File: config.mk
export PLATFORM = sky130hd
export DESIGN_NAME = full_days_between_timestamps
export DESIGN_NICKNAME = d
export VERILOG_FILES = /design/src/rtl/fdb_pkg.sv /design/src/rtl/fdb_ctrl.sv /design/src/rtl/fdb_dpath.sv /design/src/rtl/full_days_between_timestamps.sv
export SDC_FILE = /design/constraint.sdc
export NUM_CORES = 1
export LEC_CHECK = 0
export BUFFER_PORTS_ARGS = -buffer_cell sky130_fd_sc_hd__buf_2
export CORE_MARGIN = 2
export CORE_UTILIZATION = 40
export DETAILED_ROUTE_END_ITERATION = 8
export PLACE_DENSITY = 0.54
export SYNTH_ARGS = -nofsm -noshare
export SYNTH_HDL_FRONTEND = slang
export SYNTH_SLANG_ARGS = --single-unit
File: constraint.sdc
create_clock -name clk_i -period 19 [get_ports clk_i]
set_clock_uncertainty 0.05 [all_clocks]
set_input_delay 0.95 -clock clk_i [delete_from_list [all_inputs] [get_ports clk_i]]
set_output_delay 0.95 -clock clk_i [all_outputs]
set_load 0.05 [all_outputs]
File: src/rtl/fdb_pkg.sv
`timescale 1ns / 1ps

package fdb_pkg;

  localparam int unsigned YEAR_MAX   = 9999;
  localparam int unsigned YEAR_W     = 14;
  localparam int unsigned DAYNUM_W   = 22;
  localparam int unsigned TOD_W      = 17;
  localparam int unsigned DIY_W      = 9;
  localparam int unsigned Q100_MUL   = 5243;
  localparam int unsigned Q100_SHIFT = 19;
  localparam int unsigned Q100_PW    = 27;
  localparam int unsigned Q100_W     = 7;

  typedef enum logic [2:0] {
    ST_IDLE,
    ST_MUL,
    ST_SUM,
    ST_DONE
  } state_e;

  typedef struct packed {
    logic load_in;
    logic mul_en;
    logic sum_en;
    logic sel;
    logic load_out;
  } ctrl_cmd_t;

  typedef struct packed {
    logic out_free;
  } dp_status_t;

  // days in months before the given month, month clamped to 12 by caller (month 0 skipped there)
  function automatic logic [DIY_W-1:0] cum_days(input logic [3:0] mon, input logic leap);
    logic [DIY_W-1:0] base;
    case (mon)
      4'd1:    base = 9'd0;
      4'd2:    base = 9'd31;
      4'd3:    base = 9'd59;
      4'd4:    base = 9'd90;
      4'd5:    base = 9'd120;
      4'd6:    base = 9'd151;
      4'd7:    base = 9'd181;
      4'd8:    base = 9'd212;
      4'd9:    base = 9'd243;
      4'd10:   base = 9'd273;
      4'd11:   base = 9'd304;
      4'd12:   base = 9'd334;
      default: base = 9'd0;
    endcase
    if (leap && (mon > 4'd2)) begin
      base = base + 9'd1;
    end
    return base;
  endfunction

  function automatic logic [TOD_W-1:0] tod_secs(input logic [4:0] h, input logic [5:0] mi,
                                                 input logic [5:0] s);
    return TOD_W'(h) * TOD_W'(3600) + TOD_W'(mi) * TOD_W'(60) + TOD_W'(s);
  endfunction

  function automatic logic [YEAR_W-1:0] sat_year(input logic [YEAR_W-1:0] y);
    return (y > YEAR_W'(YEAR_MAX)) ? YEAR_W'(YEAR_MAX) : y;
  endfunction

endpackage

File: src/rtl/fdb_ctrl.sv
`timescale 1ns / 1ps

module fdb_ctrl (
  input  logic               clk_i,
  input  logic               rst_ni,
  input  logic               in_valid_i,
  output logic               in_stall_o,
  input  fdb_pkg::dp_status_t status_i,
  output fdb_pkg::ctrl_cmd_t  cmd_o
);

  fdb_pkg::state_e state_q, state_d;
  logic sel_q, sel_d;

  always_ff @(posedge clk_i or negedge rst_ni) begin
    if (!rst_ni) begin
      state_q <= fdb_pkg::ST_IDLE;
      sel_q   <= 1'b0;
    end else begin
      state_q <= state_d;
      sel_q   <= sel_d;
    end
  end

  always_comb begin
    state_d = state_q;
    sel_d   = sel_q;
    case (state_q)
      fdb_pkg::ST_IDLE: begin
        if (in_valid_i) begin
          state_d = fdb_pkg::ST_MUL;
          sel_d   = 1'b0;
        end
      end
      fdb_pkg::ST_MUL: begin
        state_d = fdb_pkg::ST_SUM;
      end
      fdb_pkg::ST_SUM: begin
        if (sel_q) begin
          state_d = fdb_pkg::ST_DONE;
        end else begin
          state_d = fdb_pkg::ST_MUL;
          sel_d   = 1'b1;
        end
      end
      fdb_pkg::ST_DONE: begin
        if (status_i.out_free) begin
          state_d = fdb_pkg::ST_IDLE;
        end
      end
      default: begin
        state_d = fdb_pkg::ST_IDLE;
      end
    endcase
  end

  always_comb begin
    cmd_o      = '0;
    cmd_o.sel  = sel_q;
    in_stall_o = 1'b1;
    case (state_q)
      fdb_pkg::ST_IDLE: begin
        in_stall_o    = 1'b0;
        cmd_o.load_in = in_valid_i;
      end
      fdb_pkg::ST_MUL: begin
        cmd_o.mul_en = 1'b1;
      end
      fdb_pkg::ST_SUM: begin
        cmd_o.sum_en = 1'b1;
      end
      fdb_pkg::ST_DONE: begin
        cmd_o.load_out = status_i.out_free;
      end
      default: begin
        in_stall_o = 1'b1;
      end
    endcase
  end

endmodule

File: src/rtl/fdb_dpath.sv
`timescale 1ns / 1ps

module fdb_dpath (
  input  logic                clk_i,
  input  logic                rst_ni,
  input  fdb_pkg::ctrl_cmd_t  cmd_i,
  output fdb_pkg::dp_status_t status_o,
  input  logic [13:0]         first_year_i,
  input  logic [3:0]          first_month_i,
  input  logic [4:0]          first_day_i,
  input  logic [4:0]          first_hour_i,
  input  logic [5:0]          first_minute_i,
  input  logic [5:0]          first_second_i,
  input  logic [13:0]         second_year_i,
  input  logic [3:0]          second_month_i,
  input  logic [4:0]          second_day_i,
  input  logic [4:0]          second_hour_i,
  input  logic [5:0]          second_minute_i,
  input  logic [5:0]          second_second_i,
  output logic                out_valid_o,
  input  logic                out_stall_i,
  output logic [21:0]         full_days_o,
  output logic                order_error_o
);

  localparam int unsigned YW = fdb_pkg::YEAR_W;
  localparam int unsigned DW = fdb_pkg::DAYNUM_W;
  localparam int unsigned TW = fdb_pkg::TOD_W;
  localparam int unsigned QW = fdb_pkg::Q100_W;
  localparam int unsigned PW = fdb_pkg::Q100_PW;
  localparam int unsigned SH = fdb_pkg::Q100_SHIFT;

  logic [YW-1:0] yr_q [2];
  logic [3:0]    mon_q [2];
  logic [4:0]    day_q [2];
  logic [TW-1:0] tod_q [2];
  logic [DW-1:0] dn_q [2];

  logic [DW-1:0] base_q, base_d;
  logic [YW-3:0] n4_q, n4_d;
  logic [QW-1:0] qn_q, qn_d;
  logic [QW-1:0] qy_q, qy_d;

  logic          out_valid_q, out_valid_d;
  logic [DW-1:0] full_days_q, full_days_d;
  logic          order_error_q, order_error_d;

  logic [YW-1:0] ysel, nsel;
  logic [PW-1:0] prod_n, prod_y;
  logic [3:0]    msel, mclamp;
  logic          century, leap;
  logic [fdb_pkg::DIY_W-1:0] diy;
  logic [DW-1:0] dn_d;
  logic          late;
  logic [DW:0]   diff;

  // multiply step: 365*y and reciprocal quotients by 100
  always_comb begin
    ysel   = yr_q[cmd_i.sel];
    nsel   = ysel - YW'(1);
    prod_n = PW'(nsel) * PW'(fdb_pkg::Q100_MUL);
    prod_y = PW'(ysel) * PW'(fdb_pkg::Q100_MUL);
    base_d = DW'(ysel) * DW'(365);
    n4_d   = nsel[YW-1:2];
    qn_d   = prod_n[SH+QW-1:SH];
    qy_d   = prod_y[SH+QW-1:SH];
  end

  // sum step: leap rule, day of year and day number
  always_comb begin
    msel    = mon_q[cmd_i.sel];
    mclamp  = (msel > 4'd12) ? 4'd12 : msel;
    century = (ysel == (YW'(qy_q) * YW'(100))) && (qy_q[1:0] != 2'b00);
    leap    = (ysel[1:0] == 2'b00) && !century;
    diy     = (msel == 4'd0) ? '0
            : fdb_pkg::cum_days(mclamp, leap) + fdb_pkg::DIY_W'(day_q[cmd_i.sel]);
    if (ysel == '0) begin
      dn_d = DW'(diy);
    end else begin
      dn_d = base_q + DW'(n4_q) - DW'(qn_q) + DW'(qn_q[QW-1:2]) + DW'(1) + DW'(diy);
    end
  end

  // final difference
  always_comb begin
    late          = tod_q[1] < tod_q[0];
    diff          = {1'b0, dn_q[1]} - {1'b0, dn_q[0]} - (DW+1)'(late);
    order_error_d = diff[DW];
    full_days_d   = diff[DW] ? '0 : diff[DW-1:0];
  end

  always_ff @(posedge clk_i) begin
    if (cmd_i.load_in) begin
      yr_q[0]  <= fdb_pkg::sat_year(first_year_i);
      mon_q[0] <= first_month_i;
      day_q[0] <= first_day_i;
      tod_q[0] <= fdb_pkg::tod_secs(first_hour_i, first_minute_i, first_second_i);
      yr_q[1]  <= fdb_pkg::sat_year(second_year_i);
      mon_q[1] <= second_month_i;
      day_q[1] <= second_day_i;
      tod_q[1] <= fdb_pkg::tod_secs(second_hour_i, second_minute_i, second_second_i);
    end
    if (cmd_i.mul_en) begin
      base_q <= base_d;
      n4_q   <= n4_d;
      qn_q   <= qn_d;
      qy_q   <= qy_d;
    end
    if (cmd_i.sum_en) begin
      dn_q[cmd_i.sel] <= dn_d;
    end
    if (cmd_i.load_out) begin
      full_days_q   <= full_days_d;
      order_error_q <= order_error_d;
    end
  end

  always_comb begin
    out_valid_d = out_valid_q;
    if (out_valid_q && !out_stall_i) begin
      out_valid_d = 1'b0;
    end
    if (cmd_i.load_out) begin
      out_valid_d = 1'b1;
    end
  end

  always_ff @(posedge clk_i or negedge rst_ni) begin
    if (!rst_ni) begin
      out_valid_q <= 1'b0;
    end else begin
      out_valid_q <= out_valid_d;
    end
  end

  assign status_o.out_free = !out_valid_q || !out_stall_i;
  assign out_valid_o       = out_valid_q;
  assign full_days_o       = full_days_q;
  assign order_error_o     = order_error_q;

endmodule

File: src/rtl/full_days_between_timestamps.sv
`timescale 1ns / 1ps
// channel   valid        stall         payload
// request   in_valid_i   in_stall_o    first_*_i, second_*_i
// result    out_valid_o  out_stall_i   full_days_o, order_error_o
//
// each request steps through accept, then a multiply and a sum step for each stamp
// on the shared year unit, then the result load into the output register
// a new request is taken while the previous result still waits in the output register
// a stalled result holds the controller in its last step until the register frees
// reset clears the controller state and the output valid flag

module full_days_between_timestamps (
  input  logic        clk_i,
  input  logic        rst_ni,
  input  logic        in_valid_i,
  output logic        in_stall_o,
  input  logic [13:0] first_year_i,
  input  logic [3:0]  first_month_i,
  input  logic [4:0]  first_day_i,
  input  logic [4:0]  first_hour_i,
  input  logic [5:0]  first_minute_i,
  input  logic [5:0]  first_second_i,
  input  logic [13:0] second_year_i,
  input  logic [3:0]  second_month_i,
  input  logic [4:0]  second_day_i,
  input  logic [4:0]  second_hour_i,
  input  logic [5:0]  second_minute_i,
  input  logic [5:0]  second_second_i,
  output logic        out_valid_o,
  input  logic        out_stall_i,
  output logic [21:0] full_days_o,
  output logic        order_error_o
);

  fdb_pkg::ctrl_cmd_t  cmd;
  fdb_pkg::dp_status_t status;

  fdb_ctrl u_ctrl (
    .clk_i      (clk_i),
    .rst_ni     (rst_ni),
    .in_valid_i (in_valid_i),
    .in_stall_o (in_stall_o),
    .status_i   (status),
    .cmd_o      (cmd)
  );

  fdb_dpath u_dpath (
    .clk_i           (clk_i),
    .rst_ni          (rst_ni),
    .cmd_i           (cmd),
    .status_o        (status),
    .first_year_i    (first_year_i),
    .first_month_i   (first_month_i),
    .first_day_i     (first_day_i),
    .first_hour_i    (first_hour_i),
    .first_minute_i  (first_minute_i),
    .first_second_i  (first_second_i),
    .second_year_i   (second_year_i),
    .second_month_i  (second_month_i),
    .second_day_i    (second_day_i),
    .second_hour_i   (second_hour_i),
    .second_minute_i (second_minute_i),
    .second_second_i (second_second_i),
    .out_valid_o     (out_valid_o),
    .out_stall_i     (out_stall_i),
    .full_days_o     (full_days_o),
    .order_error_o   (order_error_o)
  );

endmodule

[Word-level counts from Yosys, hierarchy flattened]
Memory sizes are Yosys's and may differ from the RTL's.
Cells that the tools add are included.
Cells by class
  multipliers: 8
  add/sub/neg operators: 14
  reductions and logical operators: 17
  $lt $le $gt $ge: 5
  equality and inequality tests: 6
  mux-type cells: 23
Operator list (count)
  $mul 14x13->26 const B: 2
  $add 17x12->17: 2
  $add 17x6->17: 2
  $gt 14x14->1 const B: 2
  $mux 14: 2
  $mul 5x8->13 const B: 2
  $sub 22x22->23: 1
  $sub 23x1->23: 1
  $add 22x1->22 const B: 1
  $add 22x12->22: 1
  $add 22x5->22: 1
  $add 22x9->22: 1
  $mul 14x9->22 const B: 1
  $mux 22: 1
  $sub 22x7->22: 1
  $mul 6x4->10 const B: 2
  $mux 9: 2
  $lt 17x17->1: 1
  $eq 14x14->1: 1
  $logic_not 14->1: 1
  $sub 14x1->14 const B: 1
  $mul 7x5->12 const B: 1
  $mux 1: 12
  $pmux 3 s4: 1
  other kinds (20): 30
Storage, ports and cells
  output and inout bits: 25
  memories kept: 6
  bits of input ports: 84
  word-level logic and storage cells: 88
  bits in writable memories: 124
  memory bits (read-only): 144
  register bits after elaboration: 76
Memories
  (no name shown): depth 16, bits a word 9, rd ports 1, clocked after memory_dff 0, write ports 0, RTL line fdb_pkg.sv:37  | case (mon)
  u_dpath.dn_q: depth 2, bits a word 22, rd ports 2, clocked after memory_dff 0, write ports 1, RTL line fdb_dpath.sv:37  | logic [DW-1:0] dn_q [2];
  u_dpath.tod_q: depth 2, bits a word 17, rd ports 2, clocked after memory_dff 0, write ports 2, RTL line fdb_dpath.sv:36  | logic [TW-1:0] tod_q [2];
  u_dpath.yr_q: depth 2, bits a word 14, rd ports 1, clocked after memory_dff 0, write ports 2, RTL line fdb_dpath.sv:33  | logic [YW-1:0] yr_q [2];
  u_dpath.day_q: depth 2, bits a word 5, rd ports 1, clocked after memory_dff 0, write ports 2, RTL line fdb_dpath.sv:35  | logic [4:0] day_q [2];
  u_dpath.mon_q: depth 2, bits a word 4, rd ports 1, clocked after memory_dff 0, write ports 2, RTL line fdb_dpath.sv:34  | logic [3:0] mon_q [2];

[Depth between registers and ports, before layout]
Gate-level depths: netlist of run 1.
  depth in word-level cells: 11
  gate-level depth with buffers: 38
  mapped depth without buffers: 38

[By module]
From an unflattened synthesis of run 1, not the netlist that was laid out.
Second synthesis, totals
  cell total of the unflattened synthesis: 2229
  area total of the unflattened synthesis: 23829.1 sq um
By module, submodules not included
  fdb_dpath: cells an instance 2211, instances 1, area an instance 23653.9 sq um
  fdb_ctrl: cells an instance 18, instances 1, area an instance 175.2 sq um

[Least setup slack after synthesis of run 1]
OpenSTA, ideal clock, no wires.
  path type: register to register
  start point: register u_dpath.qy_q[2]
  end point: memory u_dpath.dn_q[0][21] (netlist name), data pin
  period minus slack after synthesis: 8331 ps
  cell stages (with the launch flop): 32
  path buffers: 0
  data arrival time: 8011 ps
  data required time: 18680 ps
  slack: 10669 ps
  path through: edfxtp_1 -> ha_1 -> ha_1 -> fa_1 -> ha_1 -> and3_1 -> a221oi_1 -> a21oi_1 -> xor2_1 -> nor4_4 -> nor2_1 -> mux2_2 -> ha_1 -> a21o_1 -> a21oi_1 -> xnor2_1 -> nor2_1 -> fa_1 -> fa_1 -> inv_1 -> fa_1 -> inv_1 -> ha_1 -> nor2b_1 -> o31a_1 -> o31ai_1 -> a21oi_1 -> a31oi_1 -> o21ai_0 -> a211oi_1 -> o31ai_1 -> mux2i_1
Between the ends
  longest elaborated chain between the ends: 11
RTL lines
  from (decl): RTL line fdb_dpath.sv:42  | logic [QW-1:0] qy_q, qy_d;
  from (signal assigned): RTL line fdb_dpath.sv:107  | qy_q <= qy_d;
  $mul 7x5->12: RTL line fdb_dpath.sv:73  | century = (ysel == (YW'(qy_q) * YW'(100))) && (qy_q[1:0] != 2'b00);
  $eq 14x14->1: RTL line fdb_dpath.sv:73
  $logic_and 1x1->1: RTL line fdb_dpath.sv:73
  $logic_not 1->1: RTL line fdb_dpath.sv:74  | leap = (ysel[1:0] == 2'b00) && !century;
  $logic_and 1x1->1: RTL line fdb_dpath.sv:74
  $logic_and 1x1->1: RTL line fdb_pkg.sv:52  | if (leap && (mon > 4'd2)) begin
  $mux 9: RTL line fdb_pkg.sv:52
  $add 9x5->9: RTL line fdb_dpath.sv:76  | : fdb_pkg::cum_days(mclamp, leap) + fdb_pkg::DIY_W'(day_q[cmd_i.sel]);
  $mux 9: RTL line fdb_dpath.sv:75  | diy = (msel == 4'd0) ? '0
  $add 22x9->22: RTL line fdb_dpath.sv:80  | dn_d = base_q + DW'(n4_q) - DW'(qn_q) + DW'(qn_q[QW-1:2]) + DW'(1) + DW'(diy);
  $mux 22: RTL line fdb_dpath.sv:77  | if (ysel == '0) begin
  net u_dpath.dn_d[21]: RTL line fdb_dpath.sv:53  | logic [DW-1:0] dn_d;
  to (decl): RTL line fdb_dpath.sv:37
The timed path passes the listed nets, and every way through them passes these cells.

[Worst setup path in the final report of run 1]
  start point: register u_dpath.qy_q[2]
  end point: memory u_dpath.dn_q[1][21] (netlist name), data pin
Same word-level chain as after synthesis.

==> results of run 1 <==
-- cell usage after synthesis (11+ instances only) --
library cell,count
sky130_fd_sc_hd__inv_1,502
sky130_fd_sc_hd__ha_1,482
sky130_fd_sc_hd__fa_1,221
sky130_fd_sc_hd__edfxtp_1,195
sky130_fd_sc_hd__xnor2_1,111
sky130_fd_sc_hd__a21oi_1,101
sky130_fd_sc_hd__nor2_1,88
sky130_fd_sc_hd__nand2_1,69
sky130_fd_sc_hd__o21ai_0,52
sky130_fd_sc_hd__a21o_1,42
sky130_fd_sc_hd__xor2_1,38
sky130_fd_sc_hd__nor3_1,28
sky130_fd_sc_hd__nand2b_1,27
sky130_fd_sc_hd__nand3_1,22
sky130_fd_sc_hd__o21bai_1,22
sky130_fd_sc_hd__o21a_1,21
sky130_fd_sc_hd__and2_1,19
sky130_fd_sc_hd__mux2i_1,17
sky130_fd_sc_hd__and3_1,14
sky130_fd_sc_hd__clkbuf_1,13
sky130_fd_sc_hd__nor2b_1,13
sky130_fd_sc_hd__a211oi_1,12
sky130_fd_sc_hd__mux2_2,11
sky130_fd_sc_hd__nand4_1,11
sky130_fd_sc_hd__o211ai_1,11
-- cells in the final DEF (no fill, tap or decap), drive strengths merged, types with 5 or more instances in the layout --
| master | netlist | final |
|---|---|---|
| o21bai | 22 | 22 |
| mux2 | 11 | 11 |
| and4 | 5 | 5 |
| o21ai | 53 | 53 |
| o31ai | 10 | 10 |
| nor4 | 6 | 6 |
| and2 | 19 | 19 |
| ha | 482 | 482 |
| nor2 | 88 | 88 |
| o211ai | 12 | 12 |
| a21o | 42 | 42 |
| clkbuf | 13 | 18 |
| fa | 221 | 221 |
| a31oi | 10 | 10 |
| nand2 | 69 | 69 |
| edfxtp | 195 | 195 |
| o21a | 21 | 21 |
| nor3 | 28 | 28 |
| or2 | 7 | 7 |
| or3 | 6 | 6 |
| clkinv | 0 | 9 |
| buf | 3 | 122 |
| nand3b | 5 | 5 |
| a211oi | 12 | 12 |
| inv | 503 | 508 |
| and3 | 14 | 14 |
| a21oi | 102 | 102 |
| nand4 | 11 | 11 |
| xor2 | 38 | 38 |
| nor2b | 13 | 13 |
| nand3 | 23 | 23 |
| mux2i | 23 | 23 |
| xnor2 | 111 | 111 |
| nand2b | 27 | 27 |
-- layer usage --
metal	vias up	global-route usage (%)	routed length, µm
li1	7733	-	-
met1	7366	22.59	23090
met2	157	28.94	23770
met3	40	2.217	1178
met4	0	4.403	759
met5	-	0	0
-- cells by family after synthesis --
| family | after synthesis | share of synthesized area (%) |
|---|---|---|
| AOI/OAI and AO/OA | 314 | 8.467 |
| adders and majority gates | 703 | 44.00 |
| xor gates and xnor gates | 149 | 5.492 |
| and+or+nand+nor | 328 | 6.966 |
| muxes | 34 | 1.769 |
| buffers and inverters | 519 | 8.246 |
| DFF | 199 | 25.06 |
-- cell type report --
class	instances	area (µm²)	area share [%]
multi-input combinational	1528	15880	61.24
tap	773	967.2	3.731
clock buffer	18	429.2	1.655
inverter	503	1888	7.283
clock inverter	14	160.2	0.6178
timing repair buffer	122	645.6	2.490
sequential	199	5957	22.98
-- critical path, delay by kind of cell (launching register included) --
family,cells,cell delay (ns)
buf+inv,2,0.09
compound gates,11,2.79
simple gates,5,1.04
fa+ha+maj,9,3.54
xor+xnor,2,0.59
flops,1,0.46
mux,2,0.57
-- sequential cells by signal, indices dropped and copies added (netlist names) --
name and cells:
u_dpath.full_days_o 22, u_dpath.tod_q 34, u_dpath.order_error_o 1, u_dpath.yr_q 28, u_dpath.base_q 22, u_ctrl.state_q 2
u_dpath.out_valid_o 1, u_ctrl.sel_q 1, u_dpath.qy_q 7, u_dpath.day_q 10, u_dpath.n4_q 12, u_dpath.qn_q 7
u_dpath.dn_q 44, u_dpath.mon_q 8
-- stage by stage --
step / instance area (µm²) / setup slack [ns] / std cells / utilization [%]
after floorplan: 23760 / 10.67 / 2246 / -
after global placement: 25340 / 9.831 / 3125 / 43.01
after detailed placement: 25340 / 9.643 / 3125 / 43.01
after CTS: 25920 / 9.623 / 3157 / 44.01
after global routing: 25920 / 8.924 / 3157 / 44.01
final: 25920 / 9.595 / 3157 / 44.01
-- worst paths after layout --
kind / depth (start not counted) / to
max: 31 / u_dpath.dn_q[1][21]$_DFFE_PP_
min: 1 / u_dpath.out_valid_o$_DFFE_PN0P_
max reg2reg: 31 / u_dpath.dn_q[1][21]$_DFFE_PP_
min reg2reg: 1 / u_ctrl.state_q[0]$_DFFE_PN0P_
max in group asynchronous: 1 / u_ctrl.sel_q$_DFFE_PN0P_
min in group clk_i: 1 / u_ctrl.state_q[0]$_DFFE_PN0P_
==> out/qor.yml, run 1 <==
run_status:
  run_status: "finished, final reports clean"
timing:
  max_freq_mhz: 106.3
  period_needed_ns: 9.405
  timing_max_transition_violations_final: 0
  timing.slew.headroom_pct: 25.05
  finalCritPeriodShare_pct: 49.50
  final_hold_viol_count: 0
  tightest_slew_ns: 1.120
  final_total_negative_setup_slack_ns: 0
  final.hold.worst_slack_ns: 0.2110
  rsz0062_at_grt: "no"
  setup_violations: 0
synth:
  synth_top_area_share_pct: 25.38
  leading_register_cell_type_out_of_synthesis: "sky130_fd_sc_hd__edfxtp_1"
  postSynthNetCount: 3033
  synth.yosys.warnings: 0
  sequential_share_of_the_synthesized_area_pct: 25.06
  syn_avg_cell_area_um2: 10.58
  synthCells: 2246
  synth_top_cells_by_area: "sky130_fd_sc_hd__ha_1 (25%), sky130_fd_sc_hd__edfxtp_1 (25%), sky130_fd_sc_hd__fa_1 (19%)"
  postSynth.asyncResetShare_pct: 2.010
  synth_top_area_cell: "sky130_fd_sc_hd__ha_1"
  yosys_register_bits: 199
  number_of_flops_mapped_to_enable_cells_by_yosys: 195
  syn-cell-area_mm2: 0.02376
  synth_cell_type_count: 66
drt:
  detailedRoute.firstIterationViolations: 642
  detailedRoute.firstPassIterationCount: 5
  post_drt_wl_per_cell_um: 15.46
  postRouteWirelength_um: 48800
  vias_per_cell: 4.845
  drcViolationCount: 0
  routed-via-count: 15296
  final_antenna_violating_net_count: 0
floorplan:
  starting_density_pct: 40.34
  die_w_um: 247.7
  die_area_mm2: 0.06137
  die-height_um: 247.7
  total_core_area_mm2: 0.05891
  floorplan.rows: 89
  ioPinCount: 109
clock_network:
  worst_setup_hold_path_clk_slew_ns: 0.09
  cts_tree: "done"
  clock_h_tree_levels: 4
  numCtsBuffers: 17
  cts.repair.resized: 0
  clock-sinks: 199
  cts_hold_buffers: 0
  insertion_delay_ns: 0.48
  max-clock-path-buffers: 2
  cts_root_buffer: "sky130_fd_sc_hd__clkbuf_16"
  cts.repair_timing.setup_buffer_count: 0
critical_path:
  worst-endpoint-required_ns: 19.16
  setup.worst_path.start: "u_dpath.qy_q[2]$_DFFE_PP_"
  ff2ff_setup_slack_ns: 9.60
  criticalPathCategory: "register to register"
  crit_path_max_incr_delay_ns: 0.52
  setup.worst_path.start_class: "register"
  slowest_stage_cell_on_the_critical_path: "sky130_fd_sc_hd__fa_1"
  cp_data_arrival_time_ns: 9.57
  worstPathMaxFanout: 5
  reg2reg_from: "u_dpath.qy_q[2]$_DFFE_PP_"
  critical_path.endpoint_type: "register"
  cpMostUsedCell: "sky130_fd_sc_hd__ha_1"
worst_hold_path:
  timing.hold.worst.class: "input port to async pin"
global_route:
  grt_antenna_before_repair: 0
  vias_in_the_first_global_route: 15822
  grt_first_pass_wirelength_um: 80740
  global_route.overflow_total: 0
  track_usage_pct: 16.92
  pin_count_of_the_biggest_net_entering_global_routing: 81
cells_and_area:
  fillerInstances: 5598
  design.final.nets: 3158
  share_of_layout_cells_above_drive_strength_1_pct: 8.054
  area_growth_syn_to_layout_pct: 9.099
  diodes: 0
place:
  count_of_buffers_inserted_at_the_top_level_ports: 108
  global_placer_s_final_weighted_congestion: 0.8529
  dp_hpwl_um: 42240
job:
  count_of_max_cap_constraint_violations: 0
Power of run 1 is left out: the tool's default activity adds up to more than one toggle a clock period on the data nets, which glitch-free logic cannot reach.
==> run 2: changes to the inputs <==
--- a/config.mk
+++ b/config.mk
@@ -9,7 +9,7 @@
 export CORE_MARGIN = 2
 export CORE_UTILIZATION = 40
 export DETAILED_ROUTE_END_ITERATION = 8
-export PLACE_DENSITY = 0.54
+export PLACE_DENSITY = 0.56
 export SYNTH_ARGS = -nofsm -noshare
 export SYNTH_HDL_FRONTEND = slang
 export SYNTH_SLANG_ARGS = --single-unit
==> constraint.sdc (replaced) <==
create_clock -name clk_i -period 7.75 [get_ports clk_i]
set_clock_uncertainty 0.05 [all_clocks]
set_input_delay 0.3875 -clock clk_i [delete_from_list [all_inputs] [get_ports clk_i]]
set_output_delay 0.3875 -clock clk_i [all_outputs]
set_load 0.05 [all_outputs]
==> run 2 against run 1 <==
  * The run now ends with setup timing left
  * Maximum frequency grew 16%
  * First-iteration DRC count fell by 19%
  * Non-clock buffer count rose by 103
  * Flip-flop and latch count unchanged
  * Hold slack worse by 0.17 ns
  * Routed wire length up 3.5%
  * Die area unchanged
  * Cell area increased by 5.2%
  * Core utilization grew 2.3 points
  * Setup slack got worse by 9.9 ns
  * Sequential share of layout area decreased by 1.1 points
  * Cell count increased by 3.3%
  * Critical endpoint is now u_dpath.dn_q[0][21]$_DFFE_PP_
==> out/qor.yml, run 2 (same netlist as run 1, synthesis figures left out) <==
cells_and_area:
  layout.cells.most_common: "sky130_fd_sc_hd__inv_1"
  design.final.nets: 3261
  number_of_flip_flops_under_the_largest_register_name: 44
  largestRegisters: "u_dpath.dn_q: 44 flops, u_dpath.tod_q: 34 flops, u_dpath.yr_q: 28 flops"
  area_growth_syn_to_layout_pct: 14.82
  total_area_of_multi_input_combinational_cells_mm2: 0.01645
  total_area_of_sequential_cells_mm2: 0.005957
  fillerInstances: 5443
  share_of_layout_cells_above_drive_strength_1_pct: 15.36
  mostFrequentLayoutCells: "sky130_fd_sc_hd__inv_1 (497), sky130_fd_sc_hd__ha_1 (461), sky130_fd_sc_hd__fa_1 (218)"
  largest-register: "u_dpath.dn_q"
  finalNonFillerCells: 3261
floorplan:
  die_w_um: 247.7
  die-height_um: 247.7
  total_core_area_mm2: 0.05891
  starting_density_pct: 40.34
  ioPinCount: 109
  floorplan.rows: 89
  die_area_mm2: 0.06137
drt:
  detailedRoute.firstPassIterationCount: 7
  vias_per_cell: 4.834
  postRouteWirelength_um: 50520
  detailedRoute.firstIterationViolations: 519
  final_antenna_violating_net_count: 0
  post_drt_wl_per_cell_um: 15.49
  routed-via-count: 15764
  drcViolationCount: 0
timing:
  period_needed_ns: 8.078
  timing.final.ws_setup_ns: -0.3283
  rsz0062_at_grt: "yes"
  timing.slew.headroom_pct: 22.96
  final_total_negative_setup_slack_ns: -3.498
  final_hold_viol_count: 0
  max_freq_mhz: 123.8
  setup_violations: 22
  tightest_slew_ns: 1.154
  timing_max_transition_violations_final: 0
  finalCritPeriodShare_pct: 104.2
clock_network:
  worst_setup_hold_path_clk_slew_ns: 0.08
  clock-sinks: 199
  cts_tree: "done"
  max-clock-path-buffers: 2
  cts_root_buffer: "sky130_fd_sc_hd__clkbuf_16"
  numCtsBuffers: 17
  clock_h_tree_levels: 4
  insertion_delay_ns: 0.47
global_route:
  pin_count_of_the_biggest_net_entering_global_routing: 81
  vias_in_the_first_global_route: 16548
  grt_antenna_before_repair: 1
  global_route.overflow_total: 0
  grt_first_pass_wirelength_um: 83040
  track_usage_pct: 17.22
place:
  global_placer_s_final_weighted_congestion: 0.8879
  numPlacedInstances: 3207
  dp_hpwl_um: 43500
  count_of_buffers_inserted_at_the_top_level_ports: 108
critical_path:
  slowest_stage_cell_on_the_critical_path: "sky130_fd_sc_hd__fa_1"
  critical_path.endpoint_type: "register"
  criticalPathCategory: "register to register"
  setup.worst_path.start_class: "register"
  worstPathMaxFanout: 5
  cp_data_arrival_time_ns: 8.32
  crit_path_max_incr_delay_ns: 0.51
  worst-endpoint-required_ns: 7.99
run_status:
  run_status: "finished, violations left"
  failed_checks: "setup timing"
worst_hold_path:
  timing.hold.worst.class: "input port to register"
job:
  count_of_max_cap_constraint_violations: 0
## run 2: cell count changes in the layout (fill, tap and decap cells not counted), moves of 8 or more
cell and change:
sky130_fd_sc_hd__buf_4 +98, sky130_fd_sc_hd__ha_1 -21, sky130_fd_sc_hd__ha_4 +18, sky130_fd_sc_hd__a21oi_1 -14
sky130_fd_sc_hd__a21oi_2 +12, sky130_fd_sc_hd__o21ai_0 -8
## run 2: layout make-up
class | instances | share of cell area [%]
Tap cell | 773 | 3.545
Antenna cell | 1 | 0.009171
Clock buffer | 18 | 1.573
Clock inverter | 14 | 0.5778
Timing Repair Buffer | 225 | 5.264
Sequential cell | 199 | 21.83
Inverter | 503 | 6.920
Multi-Input combinational cell | 1528 | 60.28
## run 2: final timing paths
kind / to / depth (start not counted) / start / slack [ns]
worst max-delay path: u_dpath.dn_q[0][21]$_DFFE_PP_ / 33 / u_dpath.qy_q[2]$_DFFE_PP_ / -0.33
worst min-delay path: u_dpath.day_q[1][4]$_DFFE_PP_ / 1 / second_day_i[4] / 0.04
worst max register to register: u_dpath.dn_q[0][21]$_DFFE_PP_ / 33 / u_dpath.qy_q[2]$_DFFE_PP_ / -0.33
worst min register to register: u_dpath.out_valid_o$_DFFE_PN0P_ / 2 / u_dpath.out_valid_o$_DFFE_PN0P_ / 0.50
max in group asynchronous: u_ctrl.sel_q$_DFFE_PN0P_ / 2 / rst_ni / 7.30
min in group asynchronous: u_dpath.out_valid_o$_DFFE_PN0P_ / 2 / rst_ni / 0.21
## run 2: metal layers
metal / vias to the layer above / GRT usage, % / routed length [µm]
li1: 7948 / - / -
met1: 7585 / 21.90 / 22650
met2: 178 / 30.55 / 25600
met3: 51 / 2.574 / 1299
met4: 2 / 4.368 / 952
met5: - / 0 / 14
## run 2: stage by stage
stage	setup WS, ns	hold WS (ns)	util (%)	cell area (µm²)
finish	-0.3283	0.04187	46.32	27280
global route	-0.7421	0.01453	46.31	27280
CTS	-0.3142	0.006066	45.82	26990
detailed placement	-0.6548	0.1565	44.20	26040
global placement	-0.4564	0.1482	44.20	26040
floorplan	0.02779	0.04191	-	23850
## run 2: critical path: cells and delay by family (launching register included)
kind | cells | cell delay, ns
xor gates and xnor gates | 2 | 0.29
buffers and inverters | 4 | 0.43
DFF | 1 | 0.50
and+or+nand+nor | 4 | 0.68
AOI/OAI and AO/OA | 12 | 1.95
muxes | 2 | 0.60
adders and majority gates | 9 | 3.39
## run 2: timing repair
action | 4_1_cts | 5_1_grt
gates cloned | 0 | 0
gates resized for setup | 54 | 44
hold endpoints to repair | 4 | 0
endpoints found under the setup margin | 30 | 36
pin swaps | 64 | 37
hold buffers | 1 | 0
buffers inserted | 10 | 13
Power of run 2 is left out for the same reason.
